===== src/design/speed_gauge_smoother_assert.svh =====
// Assertion macros shared by the speed gauge smoother modules.
// Define ASSERT_OFF to compile the checks away.
`ifndef SPEED_GAUGE_SMOOTHER_ASSERT_SVH
`define SPEED_GAUGE_SMOOTHER_ASSERT_SVH
`ifndef ASSERT_OFF
`define SGS_ASSERT_IMPL(lbl, clk, rst_n, ante, cons) \
  lbl: assert property (@(posedge clk) disable iff (!rst_n) (ante) |-> (cons)) \
    else $error("same-cycle check failed");
`define SGS_ASSERT_NEXT(lbl, clk, rst_n, ante, cons) \
  lbl: assert property (@(posedge clk) disable iff (!rst_n) (ante) |=> (cons)) \
    else $error("next-cycle check failed");
`else
`define SGS_ASSERT_IMPL(lbl, clk, rst_n, ante, cons)
`define SGS_ASSERT_NEXT(lbl, clk, rst_n, ante, cons)
`endif
`endif


===== src/design/sgs_pkg.sv =====
`timescale 1ns / 1ps
`default_nettype none
package sgs_pkg;

  localparam int unsigned SMOOTH_W = 22;
  localparam int unsigned DVD_W    = 32;
  localparam int unsigned DSR_W    = 22;

  localparam logic [13:0] RAW_MAX     = 14'd15984;
  localparam logic [22:0] SNAP_LIMIT  = 23'd204;
  localparam logic [21:0] SMOOTH_MAX  = 22'd4091904;
  localparam logic [8:0]  ANGLE_MIN   = 9'd140;
  localparam logic [8:0]  ANGLE_SPAN  = 9'd260;
  localparam logic [9:0]  NUMBER_MAX  = 10'd999;

  localparam logic [15:0] COLOUR_GREEN = 16'h4EEB;
  localparam logic [15:0] COLOUR_BLUE  = 16'h2D7F;
  localparam logic [15:0] COLOUR_AMBER = 16'hFD20;
  localparam logic [15:0] COLOUR_RED   = 16'hF9E7;

  localparam logic [2:0] CFG_SMOOTH_FACTOR = 3'd0;
  localparam logic [2:0] CFG_BLEND_FACTOR  = 3'd1;
  localparam logic [2:0] CFG_BLINK_THRESH  = 3'd2;
  localparam logic [2:0] CFG_BLINK_PERIOD  = 3'd3;
  localparam logic [2:0] CFG_FULL_SCALE    = 3'd4;

  typedef enum logic [2:0] {
    ST_IDLE,
    ST_SMOOTH,
    ST_SNAP,
    ST_ANG_START,
    ST_ANG_WAIT,
    ST_BLINK_START,
    ST_BLINK_WAIT,
    ST_FINISH
  } sgs_state_t;

  typedef struct packed {
    logic load;
    logic smooth;
    logic snap;
    logic start_ang;
    logic take_ang;
    logic start_blink;
    logic take_blink;
    logic commit;
  } sgs_cmd_t;

  typedef struct packed {
    logic div_busy;
    logic div_done;
    logic out_free;
  } sgs_sts_t;

  function automatic logic [15:0] zone_colour(input logic [8:0] angle);
    logic [15:0] c;
    begin
      if (angle <= 9'd200) c = COLOUR_GREEN;
      else if (angle <= 9'd264) c = COLOUR_BLUE;
      else if (angle <= 9'd327) c = COLOUR_AMBER;
      else c = COLOUR_RED;
      return c;
    end
  endfunction

  // One colour channel (up to 6 bits) moves toward its target by the rounded
  // scaled gap, and by at least one unit while it has not arrived.
  function automatic logic [5:0] step_channel(input logic [5:0] cur, input logic [5:0] tgt,
                                              input logic [7:0] gain);
    logic        neg;
    logic [5:0]  mag;
    logic [13:0] prod;
    logic [5:0]  q;
    logic [5:0]  res;
    begin
      neg  = tgt < cur;
      mag  = neg ? (cur - tgt) : (tgt - cur);
      prod = 14'(mag) * 14'(gain);
      q    = 6'((15'(prod) + 15'd128) >> 8);
      if (q == 6'd0) q = 6'd1;
      if (mag == 6'd0) res = cur;
      else if (neg) res = cur - q;
      else res = cur + q;
      return res;
    end
  endfunction

endpackage
`default_nettype wire


===== src/design/sgs_div.sv =====
`timescale 1ns / 1ps
`default_nettype none
module sgs_div (
  input  wire logic                        clk,
  input  wire logic                        rst_n,
  input  wire logic                        start,
  input  wire logic [sgs_pkg::DVD_W-1:0]   dividend,
  input  wire logic [sgs_pkg::DSR_W-1:0]   divisor,
  output logic                             busy,
  output logic                             done,
  output logic [sgs_pkg::DVD_W-1:0]        quotient
);
  import sgs_pkg::*;

  logic             busy_r, busy_nxt;
  logic             done_r, done_nxt;
  logic [4:0]       cnt_r, cnt_nxt;
  logic [DVD_W-1:0] q_r, q_nxt;
  logic [DSR_W-1:0] rem_r, rem_nxt;
  logic [DSR_W-1:0] dsr_r, dsr_nxt;
  logic [DSR_W:0]   rem_sh;
  logic [DSR_W:0]   rem_sub;
  logic             ge;

  // Restoring division, one quotient bit per cycle, dividend bits shift out
  // of the top of the quotient register as quotient bits enter at the bottom.
  assign rem_sh  = {rem_r, q_r[DVD_W-1]};
  assign rem_sub = rem_sh - {1'b0, dsr_r};
  assign ge      = rem_sh >= {1'b0, dsr_r};

  always_comb begin
    busy_nxt = busy_r;
    done_nxt = done_r;
    cnt_nxt  = cnt_r;
    q_nxt    = q_r;
    rem_nxt  = rem_r;
    dsr_nxt  = dsr_r;
    if (start) begin
      busy_nxt = 1'b1;
      done_nxt = 1'b0;
      cnt_nxt  = 5'd0;
      q_nxt    = dividend;
      rem_nxt  = '0;
      dsr_nxt  = divisor;
    end else if (busy_r) begin
      q_nxt   = {q_r[DVD_W-2:0], ge};
      rem_nxt = ge ? rem_sub[DSR_W-1:0] : rem_sh[DSR_W-1:0];
      cnt_nxt = cnt_r + 5'd1;
      if (cnt_r == 5'd31) begin
        busy_nxt = 1'b0;
        done_nxt = 1'b1;
      end
    end
  end

  always_ff @(posedge clk) begin
    if (!rst_n) begin
      busy_r <= 1'b0;
      done_r <= 1'b0;
      cnt_r  <= 5'd0;
    end else begin
      busy_r <= busy_nxt;
      done_r <= done_nxt;
      cnt_r  <= cnt_nxt;
    end
    q_r   <= q_nxt;
    rem_r <= rem_nxt;
    dsr_r <= dsr_nxt;
  end

  assign busy     = busy_r;
  assign done     = done_r;
  assign quotient = q_r;
endmodule
`default_nettype wire


===== src/design/sgs_datapath.sv =====
`timescale 1ns / 1ps
`default_nettype none
`include "speed_gauge_smoother_assert.svh"
module sgs_datapath (
  input  wire logic              clk,
  input  wire logic              rst_n,
  input  wire sgs_pkg::sgs_cmd_t cmd,
  output sgs_pkg::sgs_sts_t      sts,
  input  wire logic [47:0]       in_tdata,
  input  wire logic              cfg_valid,
  input  wire logic [2:0]        cfg_index,
  input  wire logic [15:0]       cfg_data,
  output logic                   out_tvalid,
  input  wire logic              out_tready,
  output logic [39:0]            out_tdata
);
  import sgs_pkg::*;

  // Configuration registers.
  logic [7:0]  sf_r, bf_r;
  logic [13:0] thr_r;
  logic [15:0] period_r;
  logic [9:0]  fs_r;

  // Item registers and working values.
  logic [15:0]         sample_r;
  logic [31:0]         now_r;
  logic [SMOOTH_W-1:0] s_r, s_nxt;
  logic [8:0]          angle_r;
  logic [15:0]         col_new_r;
  logic                vis_r;

  // Persistent display state.
  logic [15:0] cur_colour_r;
  logic [8:0]  prev_angle_r;
  logic        prev_vis_r;
  logic [9:0]  prev_num_r;
  logic        num_valid_r;

  // Output register.
  logic        out_valid_r;
  logic [8:0]  out_angle_r;
  logic [9:0]  out_num_r;
  logic [15:0] out_colour_r;
  logic        out_vis_r;
  logic        out_redraw_r;

  logic [13:0]         clamped;
  logic [SMOOTH_W-1:0] target;
  logic signed [22:0]  diff;
  logic [SMOOTH_W-1:0] mag;
  logic [29:0]         sm_prod;
  logic [SMOOTH_W-1:0] sm_q;
  logic                snap_hit;
  logic [9:0]          fs_eff;
  logic [15:0]         period_eff;
  logic [DSR_W-1:0]    fsq;
  logic [SMOOTH_W-1:0] sc;
  logic [30:0]         ang_prod;
  logic                div_start;
  logic [DVD_W-1:0]    div_dvd;
  logic [DSR_W-1:0]    div_dsr;
  logic                div_busy, div_done;
  logic [DVD_W-1:0]    div_q;
  logic [15:0]         zone;
  logic [4:0]          r_new, b_new;
  logic [5:0]          g_new;
  logic                below_thr;
  logic [9:0]          whole;
  logic [11:0]         frac;
  logic                round_up;
  logic [10:0]         num_sum;
  logic [9:0]          number;
  logic                redraw;

  assign clamped = sample_r[15] ? 14'd0 :
                   (sample_r > {2'b00, RAW_MAX}) ? RAW_MAX : sample_r[13:0];
  assign target  = {clamped, 8'b0};
  assign diff    = $signed({1'b0, target}) - $signed({1'b0, s_r});
  assign mag     = diff[22] ? SMOOTH_W'(-diff) : diff[SMOOTH_W-1:0];
  assign sm_prod = 30'(mag) * 30'(sf_r);
  assign sm_q    = SMOOTH_W'((sm_prod + 30'd128) >> 8);
  assign snap_hit = (diff <= $signed(SNAP_LIMIT)) && (diff >= -$signed(SNAP_LIMIT));

  // The smoother step never overshoots the target, so the sum stays in range.
  always_comb begin
    s_nxt = s_r;
    if (cmd.smooth) s_nxt = diff[22] ? (s_r - sm_q) : (s_r + sm_q);
    else if (cmd.snap && snap_hit) s_nxt = target;
  end

  assign fs_eff     = (fs_r == 10'd0) ? 10'd1 : fs_r;
  assign period_eff = (period_r == 16'd0) ? 16'd1 : period_r;
  assign fsq        = {fs_eff, 12'b0};
  assign sc         = (s_r < fsq) ? s_r : fsq;
  assign ang_prod   = 31'(sc) * 31'(ANGLE_SPAN);

  assign div_start = cmd.start_ang || cmd.start_blink;
  assign div_dvd   = cmd.start_ang ? {1'b0, ang_prod} : now_r;
  assign div_dsr   = cmd.start_ang ? fsq : {6'b0, period_eff};

  sgs_div u_div (
    .clk      (clk),
    .rst_n    (rst_n),
    .start    (div_start),
    .dividend (div_dvd),
    .divisor  (div_dsr),
    .busy     (div_busy),
    .done     (div_done),
    .quotient (div_q)
  );

  assign zone  = zone_colour(angle_r);
  assign r_new = 5'(step_channel({1'b0, cur_colour_r[15:11]}, {1'b0, zone[15:11]}, bf_r));
  assign g_new = step_channel(cur_colour_r[10:5], zone[10:5], bf_r);
  assign b_new = 5'(step_channel({1'b0, cur_colour_r[4:0]}, {1'b0, zone[4:0]}, bf_r));

  assign below_thr = $signed({sample_r[15], sample_r}) <= $signed({3'b000, thr_r});

  // Whole km/h, rounded half to even.
  assign whole    = s_r[21:12];
  assign frac     = s_r[11:0];
  assign round_up = (frac > 12'd2048) || ((frac == 12'd2048) && whole[0]);
  assign num_sum  = {1'b0, whole} + {10'b0, round_up};
  assign number   = (num_sum > {1'b0, NUMBER_MAX}) ? NUMBER_MAX : num_sum[9:0];

  assign redraw = (angle_r != prev_angle_r) || !num_valid_r || (number != prev_num_r) ||
                  (col_new_r != cur_colour_r) || (vis_r != prev_vis_r);

  always_ff @(posedge clk) begin
    if (!rst_n) begin
      sf_r         <= 8'd56;
      bf_r         <= 8'd46;
      thr_r        <= 14'd1440;
      period_r     <= 16'd300;
      fs_r         <= 10'd150;
      s_r          <= '0;
      cur_colour_r <= COLOUR_GREEN;
      prev_angle_r <= ANGLE_MIN;
      prev_vis_r   <= 1'b1;
      prev_num_r   <= 10'd0;
      num_valid_r  <= 1'b0;
      out_valid_r  <= 1'b0;
    end else begin
      if (cfg_valid) begin
        unique case (cfg_index)
          CFG_SMOOTH_FACTOR: sf_r     <= cfg_data[7:0];
          CFG_BLEND_FACTOR:  bf_r     <= cfg_data[7:0];
          CFG_BLINK_THRESH:  thr_r    <= cfg_data[13:0];
          CFG_BLINK_PERIOD:  period_r <= cfg_data;
          CFG_FULL_SCALE:    fs_r     <= cfg_data[9:0];
          default: ;
        endcase
      end
      s_r <= s_nxt;
      if (cmd.commit) begin
        cur_colour_r <= col_new_r;
        prev_angle_r <= angle_r;
        prev_vis_r   <= vis_r;
        prev_num_r   <= number;
        num_valid_r  <= 1'b1;
        out_valid_r  <= 1'b1;
      end else if (out_tready) begin
        out_valid_r  <= 1'b0;
      end
    end
  end

  always_ff @(posedge clk) begin
    if (cmd.load) begin
      sample_r <= in_tdata[15:0];
      now_r    <= in_tdata[47:16];
    end
    if (cmd.take_ang) angle_r <= ANGLE_MIN + div_q[8:0];
    if (cmd.start_blink) col_new_r <= {r_new, g_new, b_new};
    if (cmd.take_blink) vis_r <= below_thr || !div_q[0];
    if (cmd.commit) begin
      out_angle_r  <= angle_r;
      out_num_r    <= number;
      out_colour_r <= col_new_r;
      out_vis_r    <= vis_r;
      out_redraw_r <= redraw;
    end
  end

  assign sts.div_busy = div_busy;
  assign sts.div_done = div_done;
  assign sts.out_free = !out_valid_r || out_tready;

  assign out_tvalid = out_valid_r;
  assign out_tdata  = {3'b000, out_redraw_r, out_vis_r, out_colour_r, out_num_r, out_angle_r};

  `SGS_ASSERT_IMPL(a_smooth_range, clk, rst_n, 1'b1, s_r <= SMOOTH_MAX)
  `SGS_ASSERT_NEXT(a_commit_shows, clk, rst_n, cmd.commit, out_valid_r && num_valid_r)
  `SGS_ASSERT_IMPL(a_angle_range, clk, rst_n, num_valid_r, prev_angle_r <= ANGLE_MIN + ANGLE_SPAN)
endmodule
`default_nettype wire


===== src/design/sgs_ctrl.sv =====
`timescale 1ns / 1ps
`default_nettype none
`include "speed_gauge_smoother_assert.svh"
module sgs_ctrl (
  input  wire logic              clk,
  input  wire logic              rst_n,
  input  wire logic              in_tvalid,
  output logic                   in_tready,
  input  wire sgs_pkg::sgs_sts_t sts,
  output sgs_pkg::sgs_cmd_t      cmd
);
  import sgs_pkg::*;

  sgs_state_t state_r, state_nxt;

  always_comb begin
    state_nxt = state_r;
    unique case (state_r)
      ST_IDLE:        if (in_tvalid) state_nxt = ST_SMOOTH;
      ST_SMOOTH:      state_nxt = ST_SNAP;
      ST_SNAP:        state_nxt = ST_ANG_START;
      ST_ANG_START:   state_nxt = ST_ANG_WAIT;
      ST_ANG_WAIT:    if (sts.div_done) state_nxt = ST_BLINK_START;
      ST_BLINK_START: state_nxt = ST_BLINK_WAIT;
      ST_BLINK_WAIT:  if (sts.div_done) state_nxt = ST_FINISH;
      ST_FINISH:      if (sts.out_free) state_nxt = ST_IDLE;
      default:        state_nxt = ST_IDLE;
    endcase
  end

  always_comb begin
    cmd       = '0;
    in_tready = 1'b0;
    unique case (state_r)
      ST_IDLE: begin
        in_tready = 1'b1;
        cmd.load  = in_tvalid;
      end
      ST_SMOOTH:      cmd.smooth      = 1'b1;
      ST_SNAP:        cmd.snap        = 1'b1;
      ST_ANG_START:   cmd.start_ang   = 1'b1;
      ST_ANG_WAIT:    cmd.take_ang    = sts.div_done;
      ST_BLINK_START: cmd.start_blink = 1'b1;
      ST_BLINK_WAIT:  cmd.take_blink  = sts.div_done;
      ST_FINISH:      cmd.commit      = sts.out_free;
      default: ;
    endcase
  end

  always_ff @(posedge clk) begin
    if (!rst_n) state_r <= ST_IDLE;
    else state_r <= state_nxt;
  end

  `SGS_ASSERT_IMPL(a_cmd_onehot, clk, rst_n, 1'b1, $onehot0(cmd))
  `SGS_ASSERT_IMPL(a_commit_free, clk, rst_n, cmd.commit, sts.out_free)
  `SGS_ASSERT_IMPL(a_start_idle_div, clk, rst_n, cmd.start_ang || cmd.start_blink, !sts.div_busy)
endmodule
`default_nettype wire


===== src/design/speed_gauge_smoother.sv =====
// An accepted request passes the smooth and snap steps, then two 32-step passes of the
// shared radix-2 divider (needle angle, then blink phase), and is committed to the output
// register once that register is free; the next request is taken only after the commit.
// A finished result waits in the output register while the next request is taken.
// Reset (rst_n low, synchronous) restores register defaults, a zero smoothed speed,
// green digits and forces a redraw on the first result.
`timescale 1ns / 1ps
`default_nettype none
module speed_gauge_smoother (
  input  wire logic        clk,
  input  wire logic        rst_n,
  input  wire logic        in_tvalid,
  output logic             in_tready,
  input  wire logic [47:0] in_tdata,   // speed_sample[15:0], now_ms[47:16]
  output logic             out_tvalid,
  input  wire logic        out_tready,
  output logic [39:0]      out_tdata,  // gauge_angle[8:0], shown_speed[18:9],
                                       // speed_colour[34:19], speed_visible[35],
                                       // redraw[36], zero[39:37]
  input  wire logic        cfg_valid,
  output logic             cfg_ready,
  input  wire logic [2:0]  cfg_index,
  input  wire logic [15:0] cfg_data
);
  import sgs_pkg::*;

  sgs_cmd_t cmd;
  sgs_sts_t sts;

  assign cfg_ready = 1'b1;

  sgs_ctrl u_ctrl (
    .clk       (clk),
    .rst_n     (rst_n),
    .in_tvalid (in_tvalid),
    .in_tready (in_tready),
    .sts       (sts),
    .cmd       (cmd)
  );

  sgs_datapath u_dp (
    .clk        (clk),
    .rst_n      (rst_n),
    .cmd        (cmd),
    .sts        (sts),
    .in_tdata   (in_tdata),
    .cfg_valid  (cfg_valid),
    .cfg_index  (cfg_index),
    .cfg_data   (cfg_data),
    .out_tvalid (out_tvalid),
    .out_tready (out_tready),
    .out_tdata  (out_tdata)
  );
endmodule
`default_nettype wire


===== config.mk =====
export PLATFORM = sky130hd
export DESIGN_NAME = speed_gauge_smoother
export DESIGN_NICKNAME = d
export VERILOG_FILES = /design/src/design/sgs_pkg.sv /design/src/design/sgs_div.sv /design/src/design/sgs_datapath.sv /design/src/design/sgs_ctrl.sv /design/src/design/speed_gauge_smoother.sv
export VERILOG_INCLUDE_DIRS = /design/src /design/src/design
export SDC_FILE = /design/constraint.sdc
export NUM_CORES = 2
export LEC_CHECK = 0
export BUFFER_PORTS_ARGS = -buffer_cell sky130_fd_sc_hd__buf_4
export CAP_MARGIN = 10
export CORE_UTILIZATION = 45
export CTS_BUF_LIST = sky130_fd_sc_hd__clkbuf_8
export DETAILED_ROUTE_END_ITERATION = 7
export PLACE_DENSITY = 0.6
export SLEW_MARGIN = 20
export SYNTH_ARGS = -nofsm -noshare
export SYNTH_HDL_FRONTEND = slang
export SYNTH_HIERARCHICAL = 1
export SYNTH_SLANG_ARGS = --single-unit

===== constraint.sdc =====
create_clock -name clk -period 21.4 [get_ports clk]
set_clock_uncertainty 0.05 [all_clocks]
set_input_delay 2.14 -clock clk [delete_from_list [all_inputs] [get_ports clk]]
set_output_delay 2.14 -clock clk [all_outputs]
set_load 0.005 [all_outputs]

==> impl_metrics.json <==
{
  "status": "completed",
  "avgSynthCellArea_um2": 9.02,
  "reg2reg_slack_ps": 8580,
  "drc_errors": 0,
  "critPathMaxStageDelay_ps": 610,
  "dp_cells": 4308,
  "hold_buffers": 0,
  "regArea_um2": 7920,
  "path_clk_slew_ps": 70,
  "overflow": 0,
  "drtAntennaViolNets": 0,
  "tns_ps": 0,
  "dpl.hpwl_um": 61600,
  "worstMarginPinSlew_ps": 1160,
  "finalHoldViolCount": 0,
  "grt_util_all_layers": 0.232,
  "ctsResizeCount": 0,
  "grt_pass1_wl_um": 130000,
  "cts_buffers": 53,
  "die_area_um2": 69800,
  "cp.arrival_ps": 13390,
  "synthCells": 3427,
  "num_rows": 95,
  "cp_max_fo": 26,
  "grt_max_degree": 81,
  "layout.nets": 4074,
  "multiInputGateArea_um2": 21000,
  "fmax_mhz": 78.0,
  "cts_tree": "yes",
  "clk_path_buf_depth": 3,
  "wirelength_um": 79500,
  "pin_count": 115,
  "portBuffers": 110,
  "n_antenna_cell": 0,
  "fillers": 6489,
  "die_h_um": 264,
  "maxCapViolCount": 0,
  "hold_path.class": "register to register",
  "required_ps": 21970,
  "grt_pass1_vias": 23700,
  "cpMaxStageDelayCell": "or4b_2",
  "instances_no_fill": 4407,
  "worst-path-buf-inv": 3,
  "first_pass_iters": 5,
  "drv_slew": 0,
  "drt_iter0_drc": 1552,
  "htreeDepth": 2,
  "drive_above_1_share": 0.100,
  "path_delay_family": "simple AND/OR/NAND/NOR gates",
  "initial_core_util": 0.457,
  "start_kind": "register",
  "routed_via_density": 5.42,
  "routedWlPerCell_um": 18.0,
  "clock_latency_ps": 670,
  "core-area_um2": 67600,
  "post-route-min-period_ps": 12820,
  "grt_antenna_before_repair": 0,
  "rsz0062_at_grt": "false",
  "postCtsSetupBuffers": 0,
  "die_w_um": 264,
  "root_buffer": "clkbuf_8",
  "gp_congestion": 0.929,
  "setup_violations": 0,
  "route.vias.total": 23900,
  "cp-end-kind": "register",
  "crit_type": "register to register",
  "mappedNetlistArea_um2": 30900,
  "relSlewSlack": 0.221,
  "ys_warn_count": 6,
  "crit_top_cell": "fa_1",
  "syn2layout_area_growth_pct": 8.63,
  "clock-sinks": 313,
  "period_share": 0.599
}
tightest hold or removal path: stages (launching register included):
cell and delay [ps]:
dfxtp_1 310, nand2_1 50, a21oi_1 50
metal layers:
metal,vias to the layer above,share of wire,track usage
met2,528,0.45,0.367
met3,108,0.049,0.0292
met4,0,0.025,0.0636
met5,-,0,0
li1,11800,-,-
met1,11400,0.48,0.333
worst paths after layout:
check / start / endpoint / depth (start not counted)
setup reg to reg: u_dp/sample_r[15]$_DFFE_PP_ / u_dp/s_r[21]$_SDFFE_PN0P_ / 44
hold reg to reg: u_dp/fs_r[0]$_SDFFE_PN0P_ / u_dp/fs_r[0]$_SDFFE_PN0P_ / 2
hold / removal: u_dp/fs_r[0]$_SDFFE_PN0P_ / u_dp/fs_r[0]$_SDFFE_PN0P_ / 2
setup / recovery: u_dp/sample_r[15]$_DFFE_PP_ / u_dp/s_r[21]$_SDFFE_PN0P_ / 44
sequential cells by signal, indices dropped and copies added, names as in the netlist, 8 cells and up:
| register | cells |
|---|---|
| u_dp/u_div/quotient | 32 |
| u_dp/out_num_r | 10 |
| u_dp/bf_r | 8 |
| u_dp/s_r | 22 |
| u_dp/prev_num_r | 10 |
| u_dp/sf_r | 8 |
| u_dp/col_new_r | 16 |
| u_dp/u_div/dsr_r | 22 |
| u_dp/u_div/rem_r | 22 |
| u_dp/out_angle_r | 9 |
| u_dp/thr_r | 14 |
| u_dp/cur_colour_r | 16 |
| u_dp/angle_r | 9 |
| u_dp/prev_angle_r | 9 |
| u_dp/out_colour_r | 16 |
| u_dp/sample_r | 16 |
| u_dp/now_r | 32 |
| u_dp/period_r | 16 |
| u_dp/fs_r | 10 |
layout make-up:
class / instances / area share
Tap cell: 873 / 0.0325
Clock buffer: 59 / 0.0242
Inverter: 387 / 0.0432
Clock inverter: 39 / 0.00804
Multi-Input combinational cell: 2596 / 0.624
Sequential cell: 313 / 0.236
Timing Repair Buffer: 140 / 0.0319
placed cells by master, fill, tap and decap left out, drive strengths merged, types with 24 or more instances in the layout:
cell type,instances
a211oi,44
a21o,35
a21oi,186
a31oi,24
and2,105
buf,140
clkbuf,59
dfxtp,148
edfxtp,165
fa,203
ha,308
inv,408
mux2,69
mux2i,52
nand2,343
nand2b,50
nand3,76
nor2,206
nor2b,154
nor3,71
nor4,29
o211ai,29
o21a,29
o21ai,95
xnor2,137
xor2,73
metrics by stage:
step | util | worst slack (ps) | instance area [um^2] | hold slack [ps]
floorplan | - | 9970 | 30900 | 372
global placement | 0.480 | 8830 | 32500 | 396
detailed placement | 0.480 | 8670 | 32500 | 398
CTS | 0.496 | 8660 | 33600 | 406
global route | 0.497 | 7580 | 33600 | 442
finish | 0.497 | 8580 | 33600 | 408
Power is not shown: default switching activity piles up to over one toggle a cycle in this logic, so the estimate is an artifact.
